`src/design/hng_pkg.sv`:
```
package hng_pkg;

	localparam int MAX_SIDE  = 1024;
	localparam int SIDE_W    = 11;
	localparam int IDX_W     = $clog2(MAX_SIDE);
	localparam int H_W       = 16;
	localparam int S_W       = 19;                 // signed slope sums
	localparam int SQ_W      = 36;                 // one square
	localparam int LEN_W     = 37;                 // sum of squares plus z term
	localparam int RAD_W     = LEN_W + 16;         // radicand, length scaled by 2^16
	localparam int ROOT_W    = 27;                 // floor(sqrt) of the radicand
	localparam int NUM_W     = 41;                 // (magnitude << 22) + root/2
	localparam int Q_W       = 16;
	localparam int ROOT_STEPS = RAD_W / 2 + 1;
	localparam int DIV_STEPS  = Q_W;
	localparam int CNT_W      = 5;

	localparam logic [SIDE_W-1:0] SIDE_RESET = SIDE_W'(256);
	localparam logic [SIDE_W-1:0] SIDE_MIN   = SIDE_W'(3);
	localparam logic signed [H_W-1:0] ONE_Q14 = 16'sd16384;
	localparam logic [LEN_W-1:0] Z_SQ = LEN_W'(2048 * 2048);
	localparam logic [17:0] Z_MAG = 18'd2048;

	typedef enum logic [1:0] {
		COMP_X = 2'd0,
		COMP_Y = 2'd1,
		COMP_Z = 2'd2
	} comp_t;

	typedef enum logic [2:0] {
		ST_IDLE,
		ST_READ,
		ST_SQUARE,
		ST_ROOT_INIT,
		ST_ROOT,
		ST_DIV_INIT,
		ST_DIV,
		ST_DIV_STORE
	} state_t;

	typedef struct packed {
		logic       in_ready;
		logic       update;
		logic       square;
		logic       root_init;
		logic       root_step;
		logic       div_init;
		logic       div_step;
		logic       div_store;
		comp_t      comp;
		logic       out_load;
		logic [1:0] slot;
	} cmd_t;

	typedef struct packed {
		logic       in_valid;
		logic       calc;
		logic [3:0] slot_en;
		logic       out_free;
	} status_t;

endpackage

```
`src/design/hng_ctrl.sv`:
```
module hng_ctrl (
	input  logic             clk,
	input  logic             arst_n,
	input  hng_pkg::status_t stat,
	output hng_pkg::cmd_t    cmd
);
	import hng_pkg::*;

	state_t state_q, state_d;
	logic [CNT_W-1:0] cnt_q, cnt_d;
	comp_t comp_q, comp_d;
	logic [1:0] slot_q, slot_d;
	logic emit_q, emit_d;

	always_ff @(posedge clk or negedge arst_n) begin
		if (!arst_n) begin
			state_q <= ST_IDLE;
			cnt_q   <= '0;
			comp_q  <= COMP_X;
			slot_q  <= '0;
			emit_q  <= 1'b0;
		end else begin
			state_q <= state_d;
			cnt_q   <= cnt_d;
			comp_q  <= comp_d;
			slot_q  <= slot_d;
			emit_q  <= emit_d;
		end
	end

	always_comb begin
		state_d = state_q;
		cnt_d   = cnt_q;
		comp_d  = comp_q;
		slot_d  = slot_q;
		emit_d  = emit_q;
		cmd     = '0;
		cmd.comp = comp_q;
		cmd.slot = slot_q;
		if (emit_q) begin
			// walk the four result slots, one beat for each enabled slot
			if (!stat.slot_en[slot_q] || stat.out_free) begin
				cmd.out_load = stat.slot_en[slot_q];
				if (slot_q == 2'd3) begin
					emit_d  = 1'b0;
					state_d = ST_IDLE;
				end else begin
					slot_d = slot_q + 2'd1;
				end
			end
		end else begin
			unique case (state_q)
				ST_IDLE: begin
					cmd.in_ready = 1'b1;
					if (stat.in_valid) begin
						state_d = ST_READ;
					end
				end
				ST_READ: begin
					cmd.update = 1'b1;
					slot_d = '0;
					if (stat.calc) begin
						state_d = ST_SQUARE;
					end else begin
						emit_d = 1'b1;
					end
				end
				ST_SQUARE: begin
					cmd.square = 1'b1;
					state_d = ST_ROOT_INIT;
				end
				ST_ROOT_INIT: begin
					cmd.root_init = 1'b1;
					cnt_d   = '0;
					state_d = ST_ROOT;
				end
				ST_ROOT: begin
					cmd.root_step = 1'b1;
					cnt_d = cnt_q + CNT_W'(1);
					if (cnt_q == CNT_W'(ROOT_STEPS - 1)) begin
						comp_d  = COMP_X;
						state_d = ST_DIV_INIT;
					end
				end
				ST_DIV_INIT: begin
					cmd.div_init = 1'b1;
					cnt_d   = '0;
					state_d = ST_DIV;
				end
				ST_DIV: begin
					cmd.div_step = 1'b1;
					cnt_d = cnt_q + CNT_W'(1);
					if (cnt_q == CNT_W'(DIV_STEPS - 1)) begin
						state_d = ST_DIV_STORE;
					end
				end
				ST_DIV_STORE: begin
					cmd.div_store = 1'b1;
					unique case (comp_q)
						COMP_X: begin
							comp_d  = COMP_Y;
							state_d = ST_DIV_INIT;
						end
						COMP_Y: begin
							comp_d  = COMP_Z;
							state_d = ST_DIV_INIT;
						end
						default: begin
							slot_d = '0;
							emit_d = 1'b1;
						end
					endcase
				end
				default: state_d = ST_IDLE;
			endcase
		end
	end
endmodule

```
`config.mk`:
```
export PLATFORM = sky130hd
export DESIGN_NAME = hng_ctrl
export DESIGN_NICKNAME = d
export VERILOG_FILES = /design/src/design/hng_pkg.sv /design/src/design/hng_ctrl.sv
export SDC_FILE = /design/constraint.sdc
export NUM_CORES = 1
export LEC_CHECK = 0
export ABC_AREA = 1
export BUFFER_PORTS_ARGS = -buffer_cell sky130_fd_sc_hd__buf_2
export CORE_MARGIN = 1.5
export CORE_UTILIZATION = 50
export DETAILED_ROUTE_END_ITERATION = 10
export GPL_TIMING_DRIVEN = 0
export PLACE_DENSITY_LB_ADDON = 0.2
export SKIP_CTS_REPAIR_TIMING = 1
export SYNTH_ARGS = -nofsm -noshare
export SYNTH_HDL_FRONTEND = slang
export SYNTH_SLANG_ARGS = --single-unit
```
`constraint.sdc`:
```
create_clock -name clk -period 4.5 [get_ports clk]
set_input_delay 0.45 -clock clk [delete_from_list [all_inputs] [get_ports clk]]
set_output_delay 0.45 -clock clk [all_outputs]
set_load 0.05 [all_outputs]
```
==> metrics.md, run 1 <==
| Metric | Value |
|---|---|
| Slew HR | `79.5%` |
| Routed len/inst | `10.9 um` |
| Buf/Inv on CP | `2` |
| 1st-iter DRT viols | `15` |
| Worst EP required | `4.05 ns` |
| Min Tclk post-route | `2.01 ns` |
| RR Startpoint | `cnt_q[1]` |
| Setup violators final | `0` |
| Largest net degree at the start of global routing | `14` |
| Vias per std cell | `4.92` |
| Clk pwr share | `13.1%` |
| Max incr delay on CP | `0.42 ns` |
| Vias in the first global route | `833` |
| Worst hold-check path type | `in2async` |
| Share of the synthesized area in the top cell type | `34.5%` |
| Crit path cell chain | `inv_1 > ha_1 > nand2_1 > nor2_1 > buf_2` |
| Startpoint Class | `flop` |
| CP max FO | `4` |
| CP max-delay cell | `dfrtp_1` |
| Worst reg2reg endpoint | `state_q[1]` |
| CTS HTree Levels | `1` |
| Post-route setup TNS | `0 ns` |
| Register area share after synthesis | `34.5%` |
| XOR/XNOR Fraction of Synth Area | `0%` |
| Root buffer cell | `clkbuf_4` |
| Synthesized area per cell | `6.94 um^2` |
| GRT overflow | `0` |
| Pre-CTS WS | `2.79 ns` |
| Synth Area in Adders | `10.6%` |
| I/O Buffers | `21` |
| Part of the power in combinational logic | `55.3%` |
| Post-Syn Area | `943 um^2` |
| Mux contribution to synthesized area | `0%` |
| CTS tree | `built` |
| Reg2Reg Setup Slack | `2.78 ns` |
| CP top delay family | `flip-flops` |
| Max-Cap Viols | `0` |
| First-pass DRT Iterations | `4` |
| Crit path DAT | `1.56 ns` |
| Most frequent cells in the layout | `38 x nand2_1, 21 x buf_2, 19 x inv_1` |
| Worst vdd ir | `0.383 mV` |
| Post-route antenna net violation count | `0` |
| Clk slew on worst S/H paths | `0.08 ns` |
| Placeable Area | `0.00175 mm^2` |
| Die X | `46.4 um` |
| Global-route wire length before repair | `3430 um` |
| # IOs | `22` |
| Die area | `0.00216 mm^2` |
| Drt drc | `0` |
| Hold WS | `0.0550 ns` |
| Setup ws final | `2.49 ns` |
| Starting density of the core | `54.1%` |
| Most common cell after layout, fill and taps aside | `nand2_1` |
| Final net count | `179` |
| Later-pin clock latency in the skew report | `0.27 ns` |
| WS Path Type | `reg2out` |
| Total Routing Usage GR | `22.5%` |
| CTS buffer count | `3` |
| Layout cells sized above 1 | `20.5%` |
| Top cell type by total area after synthesis | `dfrtp_1` |
| Antenna violations before repair | `0` |
| Int Pwr | `0.266 mW` |
| Leakage power | `0.612 nW` |
| Final WL | `2020 um` |
| Power Dens Cells | `492 mW/mm^2` |
| Final hold vios | `0` |
| Synth cell types | `21` |
| Clock Path Buffers | `2` |
| Final HPWL DP | `1650 um` |
| RSZ-0062 raised after global routing | `false` |
| Post-Syn Nets | `153` |
| Die Ht | `46.4 um` |
| Status | `finished clean` |
| Slew of the pin with the lowest slew margin | `0.308 ns` |
| Largest family of logic cells by synthesized area | `simple AND/OR/NAND/NOR gates` |
| Pins over their slew limit | `0` |
| Period Utilization, post-route | `44.7%` |
| Compound-Gate Fraction of Synth Area | `7.29%` |
| Reg2reg path depth | `13` |
| Post-Synthesis Cells | `136` |
| Synth Register Bits | `13` |
| Flop pwr share | `31.6%` |
| Largest cells by area after synthesis | `dfrtp_1 34%, nand2_1 15%, ha_1 11%` |
| Crit end category | `output port` |
| Setup Skew | `0.00118 ns` |
| Row count | `15` |
| Final core occ | `63.4%` |
| Switching power | `0.278 mW` |
| Detailed-route via count | `916` |
| Yosys warns | `0` |
| CTS Sinks | `13` |
| Ant. Diodes | `0` |
| Simple-Gate Fraction of Synth Area | `37.0%` |
| Fmax | `0.497 GHz` |
| Area grow syn2layout | `17.2%` |
| Sw frac | `51.1%` |
| Final Wtd Congestion | `0.795` |
## layout make-up
cell class	instances	area [um^2]
Sequential cell	13	325
Multi-Input combinational cell	100	518
Fill cell	172	639
Timing Repair Buffer	21	105
Inverter	21	78.8
Buffer	2	21.3
Clock buffer	4	26.3
Tap cell	25	31.3
## synthesized netlist by cell type (all sizes together)
cell	n
buf	1
clkbuf	1
dfrtp	13
ha	8
inv	21
nand2	40
nand3	14
nand3b	1
nand4	4
nor2	15
nor3	3
o21ai	11
o21bai	1
o22ai	1
or2	2
## through the flow
step | std cells | area [um^2] | total power, mW
2_1_floorplan | 136 | 943 | 0.407
3_3_place_gp | 182 | 1080 | 0.466
3_5_place_dp | 182 | 1080 | 0.476
4_1_cts | 186 | 1110 | 0.550
5_1_grt | 186 | 1110 | 0.594
6_report | 186 | 1110 | 0.544
## power groups by stage
stage               Clock, mW  Sequential (mW)  Combinational, mW
global route           0.0820            0.177              0.335
detailed placement          0            0.174              0.302
finish                 0.0713            0.172              0.301
global placement            0            0.171              0.295
CTS                    0.0749            0.172              0.303
floorplan                   0            0.195              0.212
## kinds of logic after synthesis
kind of cell / after synthesis
buffers and inverters: 23
AND/OR/NAND/NOR: 79
AO/OA/AOI/OAI: 13
adder cells (fa/ha/maj): 8
flip-flops: 13
## worst reg2reg max path: cells and delay by family (launching register included)
| kind | cells | cell delay, ns |
|---|---|---|
| adder cells (fa/ha/maj) | 2 | 0.35 |
| buffers and inverters | 2 | 0.09 |
| flip-flops | 1 | 0.43 |
| AND/OR/NAND/NOR | 9 | 0.73 |
## flip-flops by register name, indices dropped and copies added (netlist names)
signal / flops
comp_q: 2
state_q: 3
emit_q: 1
cnt_q: 5
slot_q: 2
## per-layer routing
layer / GRT usage (%) / part of all wire (%) / wire [um]
met5: 0 / 0 / 0
met4: 3.43 / 0.40 / 8
met3: 5.88 / 3.6 / 72
met2: 40.6 / 48 / 968
met1: 26.9 / 48 / 975
## how the worst max path moves through the flow
stage,startpoint,depth (start not counted),end,slack (ns)
global route,state_q[0],5,cmd[8],2.38
detailed placement,cnt_q[1],13,state_q[1],2.79
floorplan,state_q[0],4,cmd[10],2.32
finish,state_q[1],5,cmd[8],2.49
global placement,state_q[0],5,cmd[8],2.81
CTS,state_q[0],5,cmd[8],2.48
(Power assumes the default switching activity.)
==> run 2, diff against run 1 <==
--- a/config.mk
+++ b/config.mk
@@ -5,10 +5,10 @@
 export SDC_FILE = /design/constraint.sdc
 export NUM_CORES = 1
 export LEC_CHECK = 0
-export ABC_AREA = 1
+export ABC_AREA = 0
 export BUFFER_PORTS_ARGS = -buffer_cell sky130_fd_sc_hd__buf_2
 export CORE_MARGIN = 1.5
-export CORE_UTILIZATION = 50
+export CORE_UTILIZATION = 47
 export DETAILED_ROUTE_END_ITERATION = 10
 export GPL_TIMING_DRIVEN = 0
 export PLACE_DENSITY_LB_ADDON = 0.2
==> constraint.sdc (replaced) <==
create_clock -name clk -period 1.84 [get_ports clk]
set_input_delay 0.184 -clock clk [delete_from_list [all_inputs] [get_ports clk]]
set_output_delay 0.184 -clock clk [all_outputs]
set_load 0.05 [all_outputs]
==> metrics.md, run 2 <==
| Metric | Value |
|---|---|
| Final hold vios | `0 (unchanged)` |
| Status | `finished, violations left` |
| Placeable Area | `0.00196 mm^2 (+12%)` |
| Top cell type by total area after synthesis | `dfrtp_1` |
| Hold WS | `0.239 ns (+0.184 ns)` |
| Worst vdd ir | `1.15 mV (+200%)` |
| Register area share after synthesis | `33.4% (-1.1 points)` |
| Power Dens Cells | `1350 mW/mm^2 (+170%)` |
| Setup violators final | `3 (+3)` |
| Simple-Gate Fraction of Synth Area | `27.2% (-9.8 points)` |
| Min Tclk post-route | `1.98 ns` |
| CTS HTree Levels | `1 (unchanged)` |
| EDFF count, synth | `0 (unchanged)` |
| Mux contribution to synthesized area | `10.1% (+10 points)` |
| Failing checks | `negative setup slack` |
| Most common cell after layout, fill and taps aside | `buf_2` |
| Routed len/inst | `13.0 um (+19%)` |
| Crit end category | `flop` |
| Worst reg2reg endpoint | `state_q[0]` |
| Largest cells by area after synthesis | `dfrtp_1 33%, ha_1 10%, mux2i_1 5.1%` |
| WS Path Type | `reg2reg` |
| # IOs | `22 (unchanged)` |
| Yosys warns | `0 (unchanged)` |
| Fmax | `0.506 GHz` |
| Global-route wire length before repair | `3380 um (-1.4%)` |
| Slew HR | `77.8% (-1.7 points)` |
| Layout cells sized above 1 | `35.9% (+15 points)` |
| Starting density of the core | `49.7% (-4.4 points)` |
| Die Ht | `48.5 um (+4.5%)` |
| Clk slew on worst S/H paths | `0.08 ns (about the same)` |
| Post-Syn Area | `975 um^2 (+3.3%)` |
| Pins over their slew limit | `0 (unchanged)` |
| Largest family of logic cells by synthesized area | `simple AND/OR/NAND/NOR gates` |
| CTS Sinks | `13 (unchanged)` |
| Worst hold-check path type | `in2reg` |
| WHS Endpoint | `emit_q` |
| Detailed-route via count | `825 (-9.9%)` |
| Synth Area in Adders | `10.3% (-0.34 points)` |
| Total Routing Usage GR | `18.2% (-4.3 points)` |
| Die area | `0.00236 mm^2 (+9.3%)` |
| GR Util met2 | `31.5% (-9.1 points)` |
| Crit path DAT | `2.14 ns (+0.58 ns)` |
| Max-Cap Viols | `0 (unchanged)` |
| Final net count | `149 (-17%)` |
| Register with the most flip-flops | `cnt_q` |
| Ant. Diodes | `0 (unchanged)` |
| Antenna violations before repair | `0 (unchanged)` |
| Compound-Gate Fraction of Synth Area | `11.6% (+4.3 points)` |
| Largest net degree at the start of global routing | `14 (unchanged)` |
| Post-Synthesis Cells | `103 (-24%)` |
| Most frequent cells in the layout | `22 x buf_2, 13 x dfrtp_1, 8 x nand2_1` |
| RR Startpoint | `cnt_q[0]` |
| Drt drc | `0 (unchanged)` |
| XOR/XNOR Fraction of Synth Area | `1.80% (+1.8 points)` |
| Final HPWL DP | `1530 um (-7.0%)` |
| Vias in the first global route | `820 (-1.6%)` |
| Fill cells | `200 (+16%)` |
| Reg2reg path depth | `7 (-6)` |
| Root buffer cell | `clkbuf_4` |
| Vias per std cell | `5.22 (+6.0%)` |
| Hold Crit Start | `stat[5]` |
| Area grow syn2layout | `25.8%` |
| Met1 usage | `22.7% (-4.1 points)` |
| Share of the synthesized area in the top cell type | `33.4% (-1.1 points)` |
| Reg2Reg Setup Slack | `-0.14 ns (-2.92 ns)` |
| GRT overflow | `0 (unchanged)` |
| Max incr delay on CP | `0.41 ns (about the same)` |
| Setup Skew | `0.00150 ns (+0.000317 ns)` |
| CTS tree | `built` |
| I/O Buffers | `21 (unchanged)` |
| Synth cell types | `39 (+86%)` |
| CTS buffer count | `3 (unchanged)` |
| Row count | `16 (+1)` |
| Setup ws final | `-0.137 ns (-2.62 ns)` |
| Top flop regs | `cnt_q: 5 flops, state_q: 3 flops` |
| Later-pin clock latency in the skew report | `0.28 ns (about the same)` |
| 1st-iter DRT viols | `12 (-3)` |
| CP max-delay cell | `dfrtp_1` |
| Clock Path Buffers | `2 (unchanged)` |
| Tot Pwr | `1.66 mW (+200%)` |
| Worst EP required | `2.01 ns (-2.04 ns)` |
| Top cell types by occurrence after synthesis | `13 x dfrtp_1, 8 x ha_1, 8 x nand2_1` |
| Most frequent cell after synthesis | `dfrtp_1` |
| First-pass DRT Iterations | `4 (unchanged)` |
| Synth Register Bits | `13 (unchanged)` |
| Leakage power | `0.607 nW (-0.79%)` |
| RSZ-0062 raised after global routing | `true` |
| Post-Syn Nets | `120 (-22%)` |
| GRT busiest layer | `met2` |
| Startpoint Class | `flop` |
| Synthesized area per cell | `9.46 um^2 (+36%)` |
| Crit path cell chain | `ha_2 > and3_4 > ha_4 > and3b_1 > a311oi_2 > o2111ai_2 > mux2_4` |
| WHS Path Cells | `3` |
| Ys flop type | `dfrtp_1` |
| Period Utilization, post-route | `107%` |
| Global routing usage on met3 | `1.85% (-4.0 points)` |
| Max reg flops | `5 (unchanged)` |
| Slew of the pin with the lowest slew margin | `0.329 ns (+0.0210 ns)` |
| Final Wtd Congestion | `0.787 (-1.0%)` |
| CP max FO | `4 (unchanged)` |
| Async SR Flop Fraction | `100% (unchanged)` |
| Final WL | `2050 um (+1.1%)` |
| Die X | `48.5 um (+4.5%)` |
| Post-route antenna net violation count | `0 (unchanged)` |
## run 2: changes by cell type after synthesis, sizes merged, moves of 6 or more
cell | previous run | this run
and2 | 0 | 7
inv | 21 | 7
nand2 | 40 | 9
nand3 | 14 | 3
nor2 | 15 | 7
o21ai | 11 | 5
## run 2: area by class of cell
cell class | instances | area [um^2] | share of cell area, %
buffer | 3 | 27.5 | 2.24
clock buffer | 4 | 26.3 | 2.14
inverter | 7 | 26.3 | 2.14
multi-input combinational | 79 | 649 | 53.0
sequential | 13 | 325 | 26.5
tap | 27 | 33.8 | 2.76
timing repair buffer | 25 | 138 | 11.2
## run 2: worst max path at each step
stage | startpoint | end | slack [ns]
final | cnt_q[0] | state_q[0] | -0.14
after global routing | cnt_q[0] | state_q[2] | -0.23
after CTS | cnt_q[0] | state_q[0] | -0.20
after detailed placement | cnt_q[0] | state_q[0] | -0.18
after global placement | cnt_q[0] | state_q[2] | -0.12
after floorplan | cnt_q[0] | state_q[0] | 0.002
## run 2: cell families after synthesis
kind of cell / Yosys count
AO/OA/AOI/OAI: 15
AND/OR/NAND/NOR: 45
multiplexers: 9
adder cells (fa/ha/maj): 8
buffers and inverters: 11
flip-flops: 13
XOR/XNOR: 2
## run 2: power breakdown
group / internal [mW] / leakage, nW / switching, mW
logic: 0.438 / 0.420 / 0.583
clock network: 0.0841 / 0.0150 / 0.0949
registers: 0.361 / 0.173 / 0.0981
total: 0.883 / 0.607 / 0.776
## run 2: metal layers
layer | vias to the layer above | routed length (um)
met2 | 13 | 984
met5 | - | 0
met1 | 393 | 982
met4 | 0 | 34
li1 | 415 | -
met3 | 4 | 46
## run 2: metrics by stage
stage	cell area (um^2)	setup WS, ns	util, %	setup TNS, ns	instances
3_5_place_dp	1110	-0.184	56.8	-0.407	151
2_1_floorplan	975	0.00244	-	0	103
3_3_place_gp	1110	-0.120	56.8	-0.239	151
4_1_cts	1140	-0.197	58.1	-0.427	155
5_1_grt	1230	-0.230	62.5	-0.865	158
6_report	1230	-0.137	62.5	-0.363	158
## run 2: worst max-delay path: cells and delay by family (launching register included)
kind / cells / cell delay [ns]
AND/OR/NAND/NOR: 2 / 0.35
adder cells (fa/ha/maj): 2 / 0.31
multiplexers: 1 / 0.34
AO/OA/AOI/OAI: 2 / 0.45
flip-flops: 1 / 0.41
==> run 3, diff against run 2 <==
--- a/config.mk
+++ b/config.mk
@@ -8,11 +8,13 @@
 export ABC_AREA = 0
 export BUFFER_PORTS_ARGS = -buffer_cell sky130_fd_sc_hd__buf_2
 export CORE_MARGIN = 1.5
-export CORE_UTILIZATION = 47
+export CORE_UTILIZATION = 50
+export CTS_BUF_LIST = sky130_fd_sc_hd__clkbuf_4 sky130_fd_sc_hd__clkbuf_8
 export DETAILED_ROUTE_END_ITERATION = 10
 export GPL_TIMING_DRIVEN = 0
 export PLACE_DENSITY_LB_ADDON = 0.2
 export SKIP_CTS_REPAIR_TIMING = 1
+export SKIP_LAST_GASP = 1
 export SYNTH_ARGS = -nofsm -noshare
 export SYNTH_HDL_FRONTEND = slang
 export SYNTH_SLANG_ARGS = --single-unit
==> metrics.md, run 3 (synthesis gave the netlist of run 2 again) <==
| Metric | Value |
|---|---|
| Crit end category | `flop` |
| Post-route setup TNS | `-0.451 ns (-0.0889 ns)` |
| CP max FO | `4 (unchanged)` |
| Fill cells | `152 (-24%)` |
| Slew HR | `75.6% (-2.2 points)` |
| Max reg flops | `5 (unchanged)` |
| Final HPWL DP | `1580 um (+2.8%)` |
| RSZ-0062 raised after global routing | `true` |
| Layout cells sized above 1 | `35.1% (-0.76 points)` |
| Die Ht | `47.2 um (-2.9%)` |
| Crit path cell chain | `ha_2 > and3_4 > ha_4 > and3b_1 > a311oi_2 > o2111ai_2 > mux2_4` |
| Pins over their slew limit | `0 (unchanged)` |
| Critical path launch point | `cnt_q[1]` |
| Most frequent cells in the layout | `22 x buf_2, 13 x dfrtp_1, 8 x nand2_1` |
| GRT overflow | `0 (unchanged)` |
| Period Utilization, post-route | `109% (+1.5 points)` |
| Fin cells | `156 (-1.3%)` |
| Detailed-route via count | `847 (+2.7%)` |
| # IOs | `22 (unchanged)` |
| Slew of the pin with the lowest slew margin | `0.361 ns (+0.0327 ns)` |
| Final WL | `2100 um (+2.3%)` |
| Starting density of the core | `54.7% (+5.0 points)` |
| Later-pin clock latency in the skew report | `0.28 ns (about the same)` |
| CP max-delay cell | `dfrtp_1` |
| Ant. Diodes | `0 (unchanged)` |
| Startpoint Class | `flop` |
| CTS Sinks | `13 (unchanged)` |
| WS Path Type | `reg2reg` |
| Routed len/inst | `13.4 um (+3.7%)` |
| RR Startpoint | `cnt_q[1]` |
| Failing checks | `negative setup slack` |
| Placeable Area | `0.00178 mm^2 (-9.1%)` |
| Top flop regs | `cnt_q: 5 flops, state_q: 3 flops` |
| Worst EP required | `2.01 ns (about the same)` |
| CTS buffer count | `3 (unchanged)` |
| Max incr delay on CP | `0.42 ns (about the same)` |
| Most common cell after layout, fill and taps aside | `buf_2` |
| Final net count | `149 (unchanged)` |
| Register with the most flip-flops | `cnt_q` |
| Tot Pwr | `1.67 mW (+0.60%)` |
| Clock Path Buffers | `2 (unchanged)` |
| Placed cells | `149 (-1.3%)` |
| Worst vdd ir | `1.21 mV (+5.0%)` |
| Setup Skew | `0.00297 ns (+0.00148 ns)` |
| Vias per std cell | `5.43 (+4.0%)` |
| Fmax | `0.499 GHz (-1.4%)` |
| First-pass DRT Iterations | `4 (unchanged)` |
| Max-Cap Viols | `0 (unchanged)` |
| Clk slew on worst S/H paths | `0.08 ns (about the same)` |
| Root buffer cell | `clkbuf_4` |
| Status | `finished, violations left` |
| Antenna violations before repair | `0 (unchanged)` |
| Final Wtd Congestion | `0.756 (-3.9%)` |
| Hold Crit Start | `stat[5]` |
| Die X | `47.2 um (-2.9%)` |
| Die area | `0.00222 mm^2 (-5.6%)` |
| 1st-iter DRT viols | `10 (-2)` |
| Min Tclk post-route | `2.00 ns (+0.0274 ns)` |
| I/O Buffers | `21 (unchanged)` |
| Crit path DAT | `2.17 ns (+0.03 ns)` |
| Setup ws final | `-0.164 ns (-0.0274 ns)` |
| Worst hold-check path type | `in2reg` |
| CTS HTree Levels | `1 (unchanged)` |
| Post-route antenna net violation count | `0 (unchanged)` |
| Leakage power | `0.612 nW (+0.79%)` |
| Row count | `15 (-1)` |
| CP top delay family | `compound AO/OA/AOI/OAI gates` |
| CTS tree | `built` |
| Global-route wire length before repair | `3110 um (-8.0%)` |
| Area grow syn2layout | `25.0%` |
| Total Routing Usage GR | `21.5% (+3.3 points)` |
| Drt drc | `0 (unchanged)` |
| Buf/Inv on CP | `0 (unchanged)` |
| Final hold vios | `0 (unchanged)` |
| Vias in the first global route | `718 (-12%)` |
| Power Dens Cells | `1370 mW/mm^2 (+1.2%)` |
| Setup violators final | `3 (unchanged)` |
| Largest net degree at the start of global routing | `14 (unchanged)` |
[run 3: cell types whose count changed in the layout (fill, tap and decap cells not counted)]
cell / change
buf_6: -1
clkbuf_1: -1
ha_2: -2
ha_1: +2
clkbuf_4: +2
[run 3: where the power goes]
| group | total (mW) | switching, mW | internal (mW) |
|---|---|---|---|
| clock | 0.193 | 0.0946 | 0.0989 |
| combinational | 1.01 | 0.585 | 0.429 |
| sequential | 0.462 | 0.100 | 0.361 |
| total | 1.67 | 0.780 | 0.889 |
[run 3: worst register-to-register path: stages (launching register included)]
cell and delay [ns]:
dfrtp_1 0.42, ha_2 0.20, and3_4 0.18, ha_4 0.11, and3b_1 0.17, a311oi_2 0.22, o2111ai_2 0.24, mux2_4 0.34
[run 3: path summary, 6_finish.rpt]
kind	to	slack [ns]	depth (start not counted)
max in group asynchronous	state_q[2]	1.27	2
min reg2reg	cnt_q[4]	0.52	2
max reg2reg	state_q[2]	-0.16	7
max	state_q[2]	-0.16	7
min in group asynchronous	comp_q[1]	0.33	2
min	emit_q	0.25	3
[run 3: cell type report]
type / count / area, um^2 / share of cell area, %
multi-input cells: 79 / 644 / 52.9
flip-flops and latches: 13 / 325 / 26.7
repair buffers: 24 / 130 / 10.7
plain buffers: 4 / 31.3 / 2.57
well taps: 25 / 31.3 / 2.57
clock buffers: 4 / 30.0 / 2.46
inverters: 7 / 26.3 / 2.16
[run 3: per-layer routing]
layer | wire length, um | share of wire, % | GRT usage (%)
met4 | 53 | 2.5 | 16.1
met5 | 0 | 0 | 0
met1 | 977 | 47 | 27.3
met3 | 53 | 2.5 | 2.69
met2 | 1010 | 48 | 33.2
[run 3: per-stage QoR]
stage	setup slack (ns)	util, %	area [um^2]	hold slack [ns]
4_1_cts	-0.181	64.0	1140	-0.212
2_1_floorplan	0.00244	-	975	-0.112
5_1_grt	-0.248	68.4	1220	0.262
3_5_place_dp	-0.155	62.3	1110	0.0987
6_report	-0.164	68.4	1220	0.253
3_3_place_gp	-0.116	62.3	1110	0.0933
